$ cat config.mk
export PLATFORM = sky130hd
export DESIGN_NAME = sei_side_data_extractor
export DESIGN_NICKNAME = d
export VERILOG_FILES = /design/src/sv/seisde_pkg.sv /design/src/sv/sei_side_data_extractor.sv /design/src/sv/seisde_parser.sv /design/src/sv/seisde_outq.sv
export VERILOG_INCLUDE_DIRS = /design/src /design/src/sv
export SDC_FILE = /design/constraint.sdc
export NUM_CORES = 1
export LEC_CHECK = 0
export BUFFER_PORTS_ARGS = -buffer_cell sky130_fd_sc_hd__buf_2
export CAP_MARGIN = 20
export CORE_UTILIZATION = 45
export CTS_BUF_LIST = sky130_fd_sc_hd__clkbuf_8
export DETAILED_ROUTE_END_ITERATION = 6
export MAX_ROUTING_LAYER = met4
export PLACE_DENSITY = 0.71
export SYNTH_ARGS = -nofsm -noshare
export SYNTH_HDL_FRONTEND = slang
export SYNTH_SLANG_ARGS = --single-unit
$ cat constraint.sdc
create_clock -name clk -period 10.3 [get_ports clk]
set_clock_uncertainty 0.15 [all_clocks]
set_input_delay 3.09 -clock clk [delete_from_list [all_inputs] [get_ports clk]]
set_output_delay 3.09 -clock clk [all_outputs]
set_load 0.02 [all_outputs]
$ cat src/sv/assert_macros.svh
// Assertion macros shared by the extractor RTL.
// Each macro expects a signal named clk, and SEISDE_ASSERT also rst_n, in the including module.
`ifndef ASSERT_MACROS_SVH
`define ASSERT_MACROS_SVH

// Clocked property, disabled while reset is asserted.
`define SEISDE_ASSERT(lbl, prop, msg) \
  lbl: assert property (@(posedge clk) disable iff (!rst_n) prop) else $error(msg);

// Clocked property that must hold during reset as well.
`define SEISDE_ASSERT_ALWAYS(lbl, prop, msg) \
  lbl: assert property (@(posedge clk) prop) else $error(msg);

`endif

$ cat src/sv/seisde_pkg.sv
// Package for the SEI side-data extractor: widths, codes, GUID tables and types.
// No dependencies; every RTL file of the extractor imports it.
package seisde_pkg;

  localparam int SIZE_BITS  = 16;
  localparam int GUID_BYTES = 16;
  localparam int GIDX_W     = $clog2(GUID_BYTES);
  localparam int POS_W      = 16;

  localparam logic [POS_W-1:0] MIN_FRAME   = 16'd24;
  localparam logic [POS_W-1:0] HDR_TRAILER = 16'd8;
  localparam logic [7:0]       MIN_SIDE    = 8'd17;
  localparam logic [7:0]       NAL_MASK    = 8'h1f;
  localparam logic [7:0]       NAL_SEI     = 8'h06;
  localparam logic [7:0]       PT_UDU      = 8'h05;
  localparam logic [7:0]       SIZE_EXT    = 8'hff;
  localparam logic [7:0]       SC_ZERO     = 8'h00;
  localparam logic [7:0]       SC_ONE      = 8'h01;

  localparam logic [7:0] GUID_SIDE [GUID_BYTES] = '{
    8'hef, 8'hc8, 8'he7, 8'hb0, 8'h26, 8'h26, 8'h47, 8'hfd,
    8'h9d, 8'ha3, 8'h49, 8'h4f, 8'h60, 8'hb8, 8'h5b, 8'hf0};

  localparam logic [7:0] GUID_CURSOR [GUID_BYTES] = '{
    8'h2f, 8'h69, 8'he7, 8'hb0, 8'h16, 8'h56, 8'h87, 8'hfd,
    8'h2d, 8'h14, 8'h26, 8'h37, 8'h14, 8'h22, 8'h23, 8'h38};

  typedef enum logic [2:0] {
    PH_HEADER,
    PH_GUID1,
    PH_SIDE,
    PH_MARK,
    PH_CSIZE,
    PH_GUID2,
    PH_CURSOR
  } phase_t;

  typedef enum logic [1:0] {
    KIND_SIDE   = 2'd0,
    KIND_CURSOR = 2'd1,
    KIND_STATUS = 2'd2
  } kind_t;

  localparam logic [3:0] ST_OK_NO_CURSOR = 4'd0;
  localparam logic [3:0] ST_OK_CURSOR    = 4'd1;
  localparam logic [3:0] ST_SHORT        = 4'd2;
  localparam logic [3:0] ST_NO_START     = 4'd3;
  localparam logic [3:0] ST_NOT_SEI5     = 4'd4;
  localparam logic [3:0] ST_BAD_SIZE     = 4'd5;
  localparam logic [3:0] ST_GUID1        = 4'd6;
  localparam logic [3:0] ST_GUID2        = 4'd7;
  localparam logic [3:0] ST_CSIZE_BAD    = 4'd8;
  localparam logic [3:0] ST_TRUNCATED    = 4'd9;

  // Output queue sizing: one accepted byte pushes at most two results.
  localparam int QDEPTH   = 4;
  localparam int QPTR_W   = $clog2(QDEPTH);
  localparam int QCNT_W   = $clog2(QDEPTH + 1);
  localparam int MAX_PUSH = 2;

  typedef struct packed {
    kind_t      kind;
    logic [7:0] payload_byte;
    logic [3:0] status;
    logic       last;
  } result_t;

  typedef struct packed {
    logic [1:0] cnt;
    result_t    r0;
    result_t    r1;
  } step_out_t;

endpackage

$ cat src/sv/sei_side_data_extractor.sv
// SEI side-data extractor: one frame byte per transaction in, extracted bytes and status out.
// Results of accepted bytes are registered in the result queue; in_ready drops at 3+ entries.
// Throughput: one byte per cycle while in_ready is high; a byte that ends a frame may yield
// two results, which drain one per cycle while out_ready is high, from a four-entry queue.
// Reset: synchronous active-low rst_n empties the queue and leaves the parser waiting for
// a start of frame; bytes arriving before one are dropped without a result.
module sei_side_data_extractor (
  input  logic        clk,
  input  logic        rst_n,
  input  logic        in_valid,
  output logic        in_ready,
  input  logic [7:0]  in_data_byte,
  input  logic        in_start_of_frame,
  input  logic [15:0] in_frame_len,
  output logic        out_valid,
  input  logic        out_ready,
  output logic [1:0]  out_kind,
  output logic [7:0]  out_payload_byte,
  output logic [3:0]  out_status,
  output logic        out_last
);
  import seisde_pkg::*;

  step_out_t step_out;
  result_t   res;
  logic      space_ok;
  logic      step_en;

  assign in_ready = space_ok;
  assign step_en  = in_valid && space_ok;

  seisde_parser u_parser (
    .clk        (clk),
    .rst_n      (rst_n),
    .step_en    (step_en),
    .data_byte  (in_data_byte),
    .sof        (in_start_of_frame),
    .frame_len  (in_frame_len),
    .step_out   (step_out)
  );

  seisde_outq u_outq (
    .clk       (clk),
    .rst_n     (rst_n),
    .push      (step_out),
    .space_ok  (space_ok),
    .out_valid (out_valid),
    .out_ready (out_ready),
    .out_res   (res)
  );

  assign out_kind         = res.kind;
  assign out_payload_byte = res.payload_byte;
  assign out_status       = res.status;
  assign out_last         = res.last;

endmodule

$ cat src/sv/seisde_parser.sv
// Byte-level parser state and per-byte update for the SEI side-data extractor.
// Depends on seisde_pkg and assert_macros.svh.
`include "assert_macros.svh"

module seisde_parser (
  input  logic                    clk,
  input  logic                    rst_n,
  input  logic                    step_en,
  input  logic [7:0]              data_byte,
  input  logic                    sof,
  input  logic [15:0]             frame_len,
  output seisde_pkg::step_out_t   step_out
);
  import seisde_pkg::*;

  phase_t                 phase_r, phase_nxt;
  logic [POS_W-1:0]       pos_r, pos_nxt;
  logic [7:0]             side_r, side_nxt;
  logic [SIZE_BITS-1:0]   br_r, br_nxt;
  logic [SIZE_BITS-1:0]   sum_r, sum_nxt;
  logic [POS_W-1:0]       lat_r, lat_nxt;
  logic                   done_r, done_nxt;

  always_ff @(posedge clk) begin
    if (!rst_n) begin
      phase_r <= PH_HEADER;
      pos_r   <= '0;
      side_r  <= '0;
      br_r    <= '0;
      sum_r   <= '0;
      lat_r   <= '0;
      done_r  <= 1'b1;
    end else begin
      phase_r <= phase_nxt;
      pos_r   <= pos_nxt;
      side_r  <= side_nxt;
      br_r    <= br_nxt;
      sum_r   <= sum_nxt;
      lat_r   <= lat_nxt;
      done_r  <= done_nxt;
    end
  end

  phase_t                 ph_e;
  logic [POS_W-1:0]       pos_e;
  logic [7:0]             side_e;
  logic [SIZE_BITS-1:0]   br_e;
  logic [SIZE_BITS-1:0]   sum_e;
  logic [POS_W-1:0]       lat_e;
  logic                   run;
  logic                   short_frame;
  logic                   emit;
  kind_t                  emit_kind;
  logic                   fin;
  logic [3:0]             fin_code;
  logic [SIZE_BITS-1:0]   br_dec;
  logic [SIZE_BITS-1:0]   gdone;
  logic [GIDX_W-1:0]      gidx;
  logic [SIZE_BITS:0]     csum;
  logic [POS_W:0]         pos_inc;
  result_t                byte_res;
  result_t                stat_res;

  always_comb begin
    ph_e        = phase_r;
    pos_e       = pos_r;
    side_e      = side_r;
    br_e        = br_r;
    sum_e       = sum_r;
    lat_e       = lat_r;
    done_nxt    = done_r;
    run         = 1'b0;
    short_frame = 1'b0;

    // A start of frame restarts the parser before the byte itself is parsed.
    if (step_en) begin
      if (sof) begin
        ph_e     = PH_HEADER;
        pos_e    = '0;
        side_e   = '0;
        br_e     = '0;
        sum_e    = '0;
        lat_e    = frame_len;
        done_nxt = 1'b0;
        if (frame_len < MIN_FRAME) begin
          short_frame = 1'b1;
          done_nxt    = 1'b1;
        end else begin
          run = 1'b1;
        end
      end else begin
        run = !done_r;
      end
    end

    phase_nxt = ph_e;
    pos_nxt   = pos_e;
    side_nxt  = side_e;
    br_nxt    = br_e;
    sum_nxt   = sum_e;
    lat_nxt   = lat_e;

    emit      = 1'b0;
    emit_kind = KIND_SIDE;
    fin       = 1'b0;
    fin_code  = ST_OK_NO_CURSOR;
    br_dec    = br_e - SIZE_BITS'(1);
    gdone     = SIZE_BITS'(GUID_BYTES) - br_e;
    gidx      = gdone[GIDX_W-1:0];
    csum      = {1'b0, sum_e} + (SIZE_BITS + 1)'(data_byte);
    pos_inc   = {1'b0, pos_e} + (POS_W + 1)'(1);

    if (run) begin
      case (ph_e)
        PH_HEADER: begin
          if (pos_e <= POS_W'(2)) begin
            if (data_byte != SC_ZERO) begin
              fin = 1'b1; fin_code = ST_NO_START;
            end
          end else if (pos_e == POS_W'(3)) begin
            if (data_byte != SC_ONE) begin
              fin = 1'b1; fin_code = ST_NO_START;
            end
          end else if (pos_e == POS_W'(4)) begin
            if ((data_byte & NAL_MASK) != NAL_SEI) begin
              fin = 1'b1; fin_code = ST_NOT_SEI5;
            end
          end else if (pos_e == POS_W'(5)) begin
            if (data_byte != PT_UDU) begin
              fin = 1'b1; fin_code = ST_NOT_SEI5;
            end
          end else begin
            if ((POS_W'(data_byte) > (lat_e - HDR_TRAILER)) || (data_byte < MIN_SIDE)) begin
              fin = 1'b1; fin_code = ST_BAD_SIZE;
            end else begin
              side_nxt  = data_byte;
              br_nxt    = SIZE_BITS'(GUID_BYTES);
              phase_nxt = PH_GUID1;
            end
          end
        end
        PH_GUID1: begin
          if (data_byte != GUID_SIDE[gidx]) begin
            fin = 1'b1; fin_code = ST_GUID1;
          end else if (br_dec == '0) begin
            br_nxt    = SIZE_BITS'(side_e) - SIZE_BITS'(GUID_BYTES);
            phase_nxt = PH_SIDE;
          end else begin
            br_nxt = br_dec;
          end
        end
        PH_SIDE: begin
          emit      = 1'b1;
          emit_kind = KIND_SIDE;
          if (br_e != '0) begin
            br_nxt = br_dec;
          end
          if (br_e <= SIZE_BITS'(1)) begin
            phase_nxt = PH_MARK;
          end
        end
        PH_MARK: begin
          if (data_byte != PT_UDU) begin
            fin = 1'b1; fin_code = ST_OK_NO_CURSOR;
          end else begin
            sum_nxt   = '0;
            phase_nxt = PH_CSIZE;
          end
        end
        PH_CSIZE: begin
          // Size is a run of 0xFF bytes plus a final byte, summed with overflow check.
          if (csum[SIZE_BITS]) begin
            fin = 1'b1; fin_code = ST_CSIZE_BAD;
          end else begin
            sum_nxt = csum[SIZE_BITS-1:0];
            if (data_byte != SIZE_EXT) begin
              if (csum[SIZE_BITS-1:0] < SIZE_BITS'(GUID_BYTES)) begin
                fin = 1'b1; fin_code = ST_CSIZE_BAD;
              end else begin
                sum_nxt   = csum[SIZE_BITS-1:0] - SIZE_BITS'(GUID_BYTES);
                br_nxt    = SIZE_BITS'(GUID_BYTES);
                phase_nxt = PH_GUID2;
              end
            end
          end
        end
        PH_GUID2: begin
          if (data_byte != GUID_CURSOR[gidx]) begin
            fin = 1'b1; fin_code = ST_GUID2;
          end else if (br_dec == '0) begin
            if (sum_e == '0) begin
              br_nxt = br_dec;
              fin = 1'b1; fin_code = ST_OK_CURSOR;
            end else begin
              br_nxt    = sum_e;
              phase_nxt = PH_CURSOR;
            end
          end else begin
            br_nxt = br_dec;
          end
        end
        default: begin
          emit      = 1'b1;
          emit_kind = KIND_CURSOR;
          if (br_e != '0) begin
            br_nxt = br_dec;
          end
          if (br_e <= SIZE_BITS'(1)) begin
            fin = 1'b1; fin_code = ST_OK_CURSOR;
          end
        end
      endcase

      pos_nxt = pos_inc[POS_W-1:0];
      if (!fin && (pos_inc >= {1'b0, lat_e})) begin
        fin = 1'b1; fin_code = ST_TRUNCATED;
      end
      if (fin) begin
        done_nxt = 1'b1;
      end
    end
  end

  always_comb begin
    byte_res.kind         = emit_kind;
    byte_res.payload_byte = data_byte;
    byte_res.status       = ST_OK_NO_CURSOR;
    byte_res.last         = 1'b0;
    stat_res.kind         = KIND_STATUS;
    stat_res.payload_byte = '0;
    stat_res.status       = short_frame ? ST_SHORT : fin_code;
    stat_res.last         = 1'b1;

    step_out.cnt = 2'd0;
    step_out.r0  = stat_res;
    step_out.r1  = stat_res;
    if (short_frame) begin
      step_out.cnt = 2'd1;
    end else if (run) begin
      if (emit && fin) begin
        step_out.cnt = 2'd2;
        step_out.r0  = byte_res;
      end else if (emit) begin
        step_out.cnt = 2'd1;
        step_out.r0  = byte_res;
      end else if (fin) begin
        step_out.cnt = 2'd1;
      end
    end
  end

  `SEISDE_ASSERT(a_pair_ends_in_status,
    (step_out.cnt == 2'd2) |-> (step_out.r0.kind != KIND_STATUS &&
      step_out.r1.kind == KIND_STATUS && step_out.r1.last),
    "two results must be a byte followed by the final status")
  `SEISDE_ASSERT(a_status_closes_frame, (step_en && (fin || short_frame)) |=> done_r,
    "frame must be closed after its status item")
  `SEISDE_ASSERT(a_idle_holds_phase, !step_en |=> $stable(phase_r),
    "parser phase changed without an accepted byte")

endmodule

$ cat src/sv/seisde_outq.sv
// Small result queue: takes up to two results per cycle, hands out one per cycle when out_ready.
// Depends on seisde_pkg and assert_macros.svh.
`include "assert_macros.svh"

module seisde_outq (
  input  logic                  clk,
  input  logic                  rst_n,
  input  seisde_pkg::step_out_t push,
  output logic                  space_ok,
  output logic                  out_valid,
  input  logic                  out_ready,
  output seisde_pkg::result_t   out_res
);
  import seisde_pkg::*;

  result_t              mem [QDEPTH];
  logic [QPTR_W-1:0]    wr_ptr_r, wr_ptr_nxt;
  logic [QPTR_W-1:0]    rd_ptr_r, rd_ptr_nxt;
  logic [QCNT_W-1:0]    count_r, count_nxt;
  logic                 pop;
  logic [QPTR_W-1:0]    wr_ptr_p1;

  // Room for a full two-result push is required before a byte is taken.
  assign space_ok  = count_r <= QCNT_W'(QDEPTH - MAX_PUSH);
  assign out_valid = count_r != '0;
  assign out_res   = mem[rd_ptr_r];
  assign pop       = out_valid && out_ready;
  assign wr_ptr_p1 = wr_ptr_r + QPTR_W'(1);

  always_comb begin
    wr_ptr_nxt = wr_ptr_r + QPTR_W'(push.cnt);
    rd_ptr_nxt = pop ? rd_ptr_r + QPTR_W'(1) : rd_ptr_r;
    count_nxt  = count_r + QCNT_W'(push.cnt) - QCNT_W'(pop);
  end

  always_ff @(posedge clk) begin
    if (!rst_n) begin
      wr_ptr_r <= '0;
      rd_ptr_r <= '0;
      count_r  <= '0;
    end else begin
      wr_ptr_r <= wr_ptr_nxt;
      rd_ptr_r <= rd_ptr_nxt;
      count_r  <= count_nxt;
    end
  end

  always_ff @(posedge clk) begin
    if (push.cnt != 2'd0) begin
      mem[wr_ptr_r] <= push.r0;
    end
    if (push.cnt == 2'd2) begin
      mem[wr_ptr_p1] <= push.r1;
    end
  end

  `SEISDE_ASSERT(a_count_bound, count_r <= QCNT_W'(QDEPTH), "queue count above depth")
  `SEISDE_ASSERT(a_push_has_room, (push.cnt != 2'd0) |-> space_ok,
    "results pushed into a queue without room")
  `SEISDE_ASSERT(a_pop_only_drains,
    (pop && push.cnt == 2'd0) |=> (count_r == $past(count_r) - QCNT_W'(1)),
    "pop without push must drain one entry")

endmodule

; Yosys cells after proc, flatten, opt, wreduce, memory -nomap -nowiden
; Memory sizes are Yosys's and may differ from the RTL's. A register that Yosys moved wholly into a read port is not among the register bits.
; Cells that the tools add are included.
[classes]
add_sub_neg = 12
order_cmp = 9
n_eq_ne = 15
mux = 132
bitwise = 1
reduce_logical = 17
[ops]
columns = operator, count
row1 = 2-to-1 mux 16 bit, 29
row2 = 2-to-1 mux 8 bit, 13
row3 = one-hot mux 16 bit (5 select lines), 1
row4 = 2-to-1 mux 3 bit, 22
row5 = 2-to-1 mux 4 bit, 12
row6 = 2-to-1 mux 1 bit, 42
row7 = 2-to-1 mux 17 bit, 2
row8 = "equality test 16 x 3 -> 1 bit, second input constant", 2
row9 = zero test 16 bit, 2
row10 = "less-than comparator 16 x 5 -> 1 bit, second input constant", 2
row11 = one-hot mux 16 bit (2 select lines), 1
row12 = 2-to-1 mux 15 bit, 2
row13 = one-hot mux 4 bit (5 select lines), 1
row14 = one-hot mux 3 bit (6 select lines), 1
row15 = "adder 16 x 1 -> 17 bit, second input constant", 1
row16 = adder 16 x 8 -> 17 bit, 1
row17 = >= comparator 17 x 16 -> 1 bit, 1
row18 = "equality test 16 x 2 -> 1 bit, second input constant", 1
row19 = > comparator 8 x 16 -> 1 bit, 1
row20 = "<= comparator 16 x 1 -> 1 bit, second input constant", 1
row21 = "<= comparator 16 x 2 -> 1 bit, second input constant", 1
row22 = != test 8 bit, 2
row23 = nonzero test 16 bit, 1
row24 = "subtractor 16 x 1 -> 16 bit, second input constant", 1
row25 = other kinds (32), 43
[totals]
reg_bits = 83
mem_bits_rw = 60
romBits = 256
out_inout_bits = 17
wordCells = 199
n_memories = 3
[mem_list]
columns = name, words, word_bits, rd, rd_ports_with_merged_regs, wr, line
row1 = (no name shown), 16, 8, 1, 0, 0, seisde_parser.sv:188  ; if (data_byte != GUID_CURSOR[gidx]) begin
row2 = (no name shown), 16, 8, 1, 0, 0, seisde_parser.sv:143  ; if (data_byte != GUID_SIDE[gidx]) begin
row3 = u_outq.mem, 4, 15, 1, 1, 2, seisde_outq.sv:16  ; result_t mem [QDEPTH];

; Logic depth before layout (Yosys ltp)
[depth]
word_depth = 26
mapped_depth = 40

; By module
; A second synthesis with hierarchy kept.
[unflattened]
hier_cells = 1338
area_unflattened_um2 = 11873.9
[modules_own_cells]
columns = module, instances, cells_each, area_each_um2
row1 = seisde_parser, 1, 1137, 8323.0
row2 = seisde_outq, 1, 200, 3544.6
row3 = sei_side_data_extractor, 1, 1, 6.3

; Least setup slack after synthesis
; No wires, ideal clock.
[synth_path]
path_kind = input port to flip-flop
from = input in_valid
to = register u_outq.count_r[2]
t_arrival_ps = 9880
required_time_ps = 10022
path_slack_ps = 142
stages = 37
n_path_buf = 6
path_cell_list = clkbuf_1 -> nand3_1 -> buf_2 -> buf_2 -> clkbuf_1 -> clkbuf_1 -> buf_1 -> nand2_1 -> inv_1 -> ha_1 -> nand4_1 -> a311oi_1 -> and3_1 -> nand3_1 -> nor2_1 -> nand4_1 -> xor2_1 -> ha_1 -> a21o_1 -> nor2_1 -> o2111ai_1 -> a31oi_1 -> o311ai_1 -> nor4b_1 -> nor2_1 -> ha_1 -> and2_1 -> o21a_1 -> inv_1 -> ha_1 -> inv_1 -> ha_1 -> inv_1 -> fa_1 -> xnor2_1 -> xnor2_1 -> nor2_1
[synth_between]
elab_chain_len = 24
elab_cells_between_ends = 70
cone_classes = add/sub: 7 / order compare: 5 / eq/ne: 10 / mux: 36 / bitwise: 1 / reduce/logical: 9 / memory: 2
[synth_lines]
columns = item, line
row1 = "start, declared", sei_side_data_extractor.sv:10  ; input logic in_valid,
row2 = logical AND 1 bit *, sei_side_data_extractor.sv:30  ; assign step_en = in_valid && space_ok;
row3 = 2-to-1 mux 16 bit, seisde_parser.sv:76  ; if (step_en) begin
row4 = subtractor 16 x 4 -> 16 bit, seisde_parser.sv:133  ; if ((POS_W'(data_byte) > (lat_e - HDR_TRAILER)) || (data_byte < MIN_SIDE)) begin
row5 = > comparator 8 x 16 -> 1 bit, seisde_parser.sv:133
row6 = logical OR 1 bit, seisde_parser.sv:133
row7 = 2-to-1 mux 1 bit, seisde_parser.sv:133
row8 = 2-to-1 mux 1 bit, seisde_parser.sv:128  ; end else if (pos_e == POS_W'(5)) begin
row9 = 2-to-1 mux 1 bit, seisde_parser.sv:124  ; end else if (pos_e == POS_W'(4)) begin
row10 = (+7 left out), n/a
row11 = 2-to-1 mux 1 bit (2 in series), seisde_parser.sv:113  ; if (run) begin
row12 = 2-to-1 mux 1 bit, seisde_parser.sv:246  ; end else if (fin) begin
row13 = 2-to-1 mux 1 bit, seisde_parser.sv:243  ; end else if (emit) begin
row14 = 2-to-1 mux 17 bit, seisde_parser.sv:240  ; if (emit && fin) begin
row15 = 2-to-1 mux 17 bit, seisde_parser.sv:239  ; end else if (run) begin
row16 = 2-to-1 mux 2 bit *, seisde_parser.sv:237  ; if (short_frame) begin
row17 = adder 3 x 2 -> 3 bit *, seisde_outq.sv:33  ; count_nxt = count_r + QCNT_W'(push.cnt) - QCNT_W'(pop);
row18 = subtractor 3 x 1 -> 3 bit *, seisde_outq.sv:33
row19 = "end signal, assigned", seisde_outq.sv:44  ; count_r <= count_nxt;
row20 = "end, declared", seisde_outq.sv:19  ; logic [QCNT_W-1:0] count_r, count_nxt;
; Mark *: on every way between the ends. The rest lies on a longest branch, timed or not. The select of a mux whose other input is x is not followed.
; A chain may end at the register's enable or synchronous reset.

==> flow_metrics.tcl <==
set metrics [dict create \
    status "complete, no violations" \
    antenna_found_initial 0 \
    wirelength_um 33900 \
    peakVddDrop_uv 101 \
    critPathArrivalTime_ps 9520 \
    synthesis.area_sq_mm 0.0108 \
    cts_resized 0 \
    yosysWarnings 0 \
    clk_latency_ps 480 \
    gr-total-overflow 0 \
    async_flop_share_pct 0 \
    reg2reg_setup_slack_ps 2340 \
    dr.pass1.iters 7 \
    die_area_sq_mm 0.0247 \
    r2r_cells 30 \
    track_usage_pct 29.0 \
    worstPathRequired_ps 10330 \
    crit_top_cell "nor2_1" \
    cap_viol_max_count 0 \
    critPathSlowestCell "nor3_1" \
    cp_max_fo 14 \
    fin_setup_tns_ps 0 \
    whs_ps 312 \
    cp-start-kind "input pin" \
    period_minus_slack_ps 9490 \
    synth_nets 1419 \
    worstSetupEndpointType "register" \
    worstHoldPathCells 2 \
    relSlewSlack_pct 33.4 \
    power_leakage_nw 4.40 \
    hp-class "reg -> reg" \
    period_share_pct 92.2 \
    die_width_um 157 \
    synth.area.top_cells "dfxtp_1 23%, ha_1 5.9%, nor2_1 4.9%" \
    grt_pass1_wl_um 53900 \
    drcViolationCount 0 \
    ios 46 \
    rows 56 \
    worstMarginPinSlew_ps 992 \
    dp_hpwl_um 24900 \
    seq_area_frac_synth_pct 27.6 \
    synth_common_cells "141 x nor2_1, 127 x nand2_1, 125 x dfxtp_1" \
    drive_gt1_share_pct 11.7 \
    first_iter_violations 1052 \
    max_stage_delay_ps 780 \
    wire_per_inst_um 20.4 \
    postCtsSetupBuffers 0 \
    clk_pin_slew_ps 100 \
    h-tree-depth 4 \
    fillers 2344 \
    synth-edff-count 16 \
    synth.top_cell.area_share_pct 23.1 \
    power_density_mw_per_mm2 154 \
    postCtsHoldBufs 0 \
    initial_core_util_pct 46.0 \
    nNetsFinal 1414 \
    cts_tree "built" \
    hp-start "u_outq.mem[3][0]" \
    place_congestion 1.01 \
    io_buffers 45 \
    drv_slew 0 \
    rr_endpoint "u_outq.mem[2][4]" \
    grt_max_degree 41 \
    dr_total_vias 10600 \
    dieHeight_um 157 \
    antenna_left 0 \
    rsz0062_at_grt "false" \
    diodes 0 \
    ctsRootBufferMaster "clkbuf_8" \
    final-setup-viol-count 0 \
    viasPerCell 6.34 \
    synth.avg_cell_area_sq_um 8.09 \
    worstSetupPathType "in -> reg" \
    ys_types 98 \
    hold_path_end "u_outq.mem[3][0]" \
    reg2reg_from "u_outq.count_r[1]" \
    grt_pass1_vias 9981 \
    fmax_mhz 105 \
    synth_top_area_cell "dfxtp_1" \
    area_growth_pct 7.77 \
    clockBufferDepth 2 \
    hold_violations 0 \
    cts-buffers-inserted 17 \
    synth-seq-cells 141 \
    finalPower_mw 1.80 \
    cts.sinks 141 \
    synth_cells 1337 \
    synth_ff_type "dfxtp_1" \
    synth.most_common_cell "nor2_1" \
    core-area_sq_mm 0.0235 \
]
where the power goes:
part	switching, mW	total (mW)	internal, mW	leakage [nW]
clock network	0.277	0.465	0.188	0.211
registers	0.0501	0.636	0.586	1.14
logic	0.438	0.698	0.260	3.05
per-stage QoR:
| step | cell area, sq um | utilization, % | worst slack (ps) | std cells |
|---|---|---|---|---|
| 5_1_grt | 11700 | 49.5 | 296 | 1664 |
| 2_1_floorplan | 10800 | - | 142 | 1337 |
| 3_5_place_dp | 11200 | 47.7 | 374 | 1632 |
| 6_report | 11700 | 49.5 | 808 | 1664 |
| 4_1_cts | 11700 | 49.5 | 883 | 1664 |
| 3_3_place_gp | 11200 | 47.7 | 596 | 1632 |
metal layers:
metal / GRT usage [%] / wire length (um) / part of all wire [%]
met2: 44.9 / 15600 / 46
met3: 6.00 / 2880 / 8.5
met1: 37.0 / 14400 / 42
met4: 11.2 / 1060 / 3.1
met5: - / 0 / 0
critical path: cells and delay by family:
family | cells | cell delay [ps]
fa+ha+maj | 3 | 930
simple gates | 13 | 3090
xor+xnor | 1 | 200
buf+inv | 5 | 940
compound gates | 7 | 1260
how the worst max path moves through the flow:
stage / endpoint / from / cells after the start
floorplan: u_outq.count_r[2] / in_valid / 37
global placement: u_outq.mem[2][1] / in_valid / 29
detailed placement: u_outq.mem[2][1] / in_valid / 29
CTS: u_outq.mem[2][4] / in_valid / 29
global route: u_outq.mem[2][4] / in_valid / 29
finish: u_outq.mem[2][4] / in_valid / 29
flip-flops by register name, summed over array words and instances (netlist names), named ones only:
signal / count
u_parser.pos_r: 16
u_parser.lat_r: 16
u_parser.phase_r: 3
u_parser.sum_r: 16
u_parser.done_r: 1
u_parser.side_r: 8
u_outq.count_r: 3
u_outq.mem: 56
u_outq.rd_ptr_r: 2
u_outq.wr_ptr_r: 2
u_parser.br_r: 16
cell families after synthesis:
family                     share of synthesized area, %
and+or+nand+nor                                    25.9
adders and majority gates                          6.27
DFF                                                27.6
buffers and inverters                              5.18
muxes                                              6.66
xor gates and xnor gates                           5.66
AOI/OAI and AO/OA                                  22.8
layout by cell type (no fill, tap or decap), drive strengths merged, types with 17 or more instances in the layout:
cell type and n:
or3 17, nor4 26, xnor2 42, nand3 32, o21ai 58, and2 25, a32o 32, buf 67
mux2i 36, xor2 28, nand4 24, and3 18, nor2 141, nand2 127, ha 51, a31oi 29
inv 48, nor3 52, dfxtp 125, clkbuf 17, a21oi 77
final cells by class:
type	count	area [sq um]	share of cell area [%]
timing repair buffer	67	390	3.35
clock buffer	17	234	2.01
sequential	141	2980	25.6
clock inverter	15	189	1.62
multi-input combinational	1061	7300	62.6
tap	319	399	3.42
inverter	44	165	1.42
Note: power is estimated with default switching activity, not from simulation.
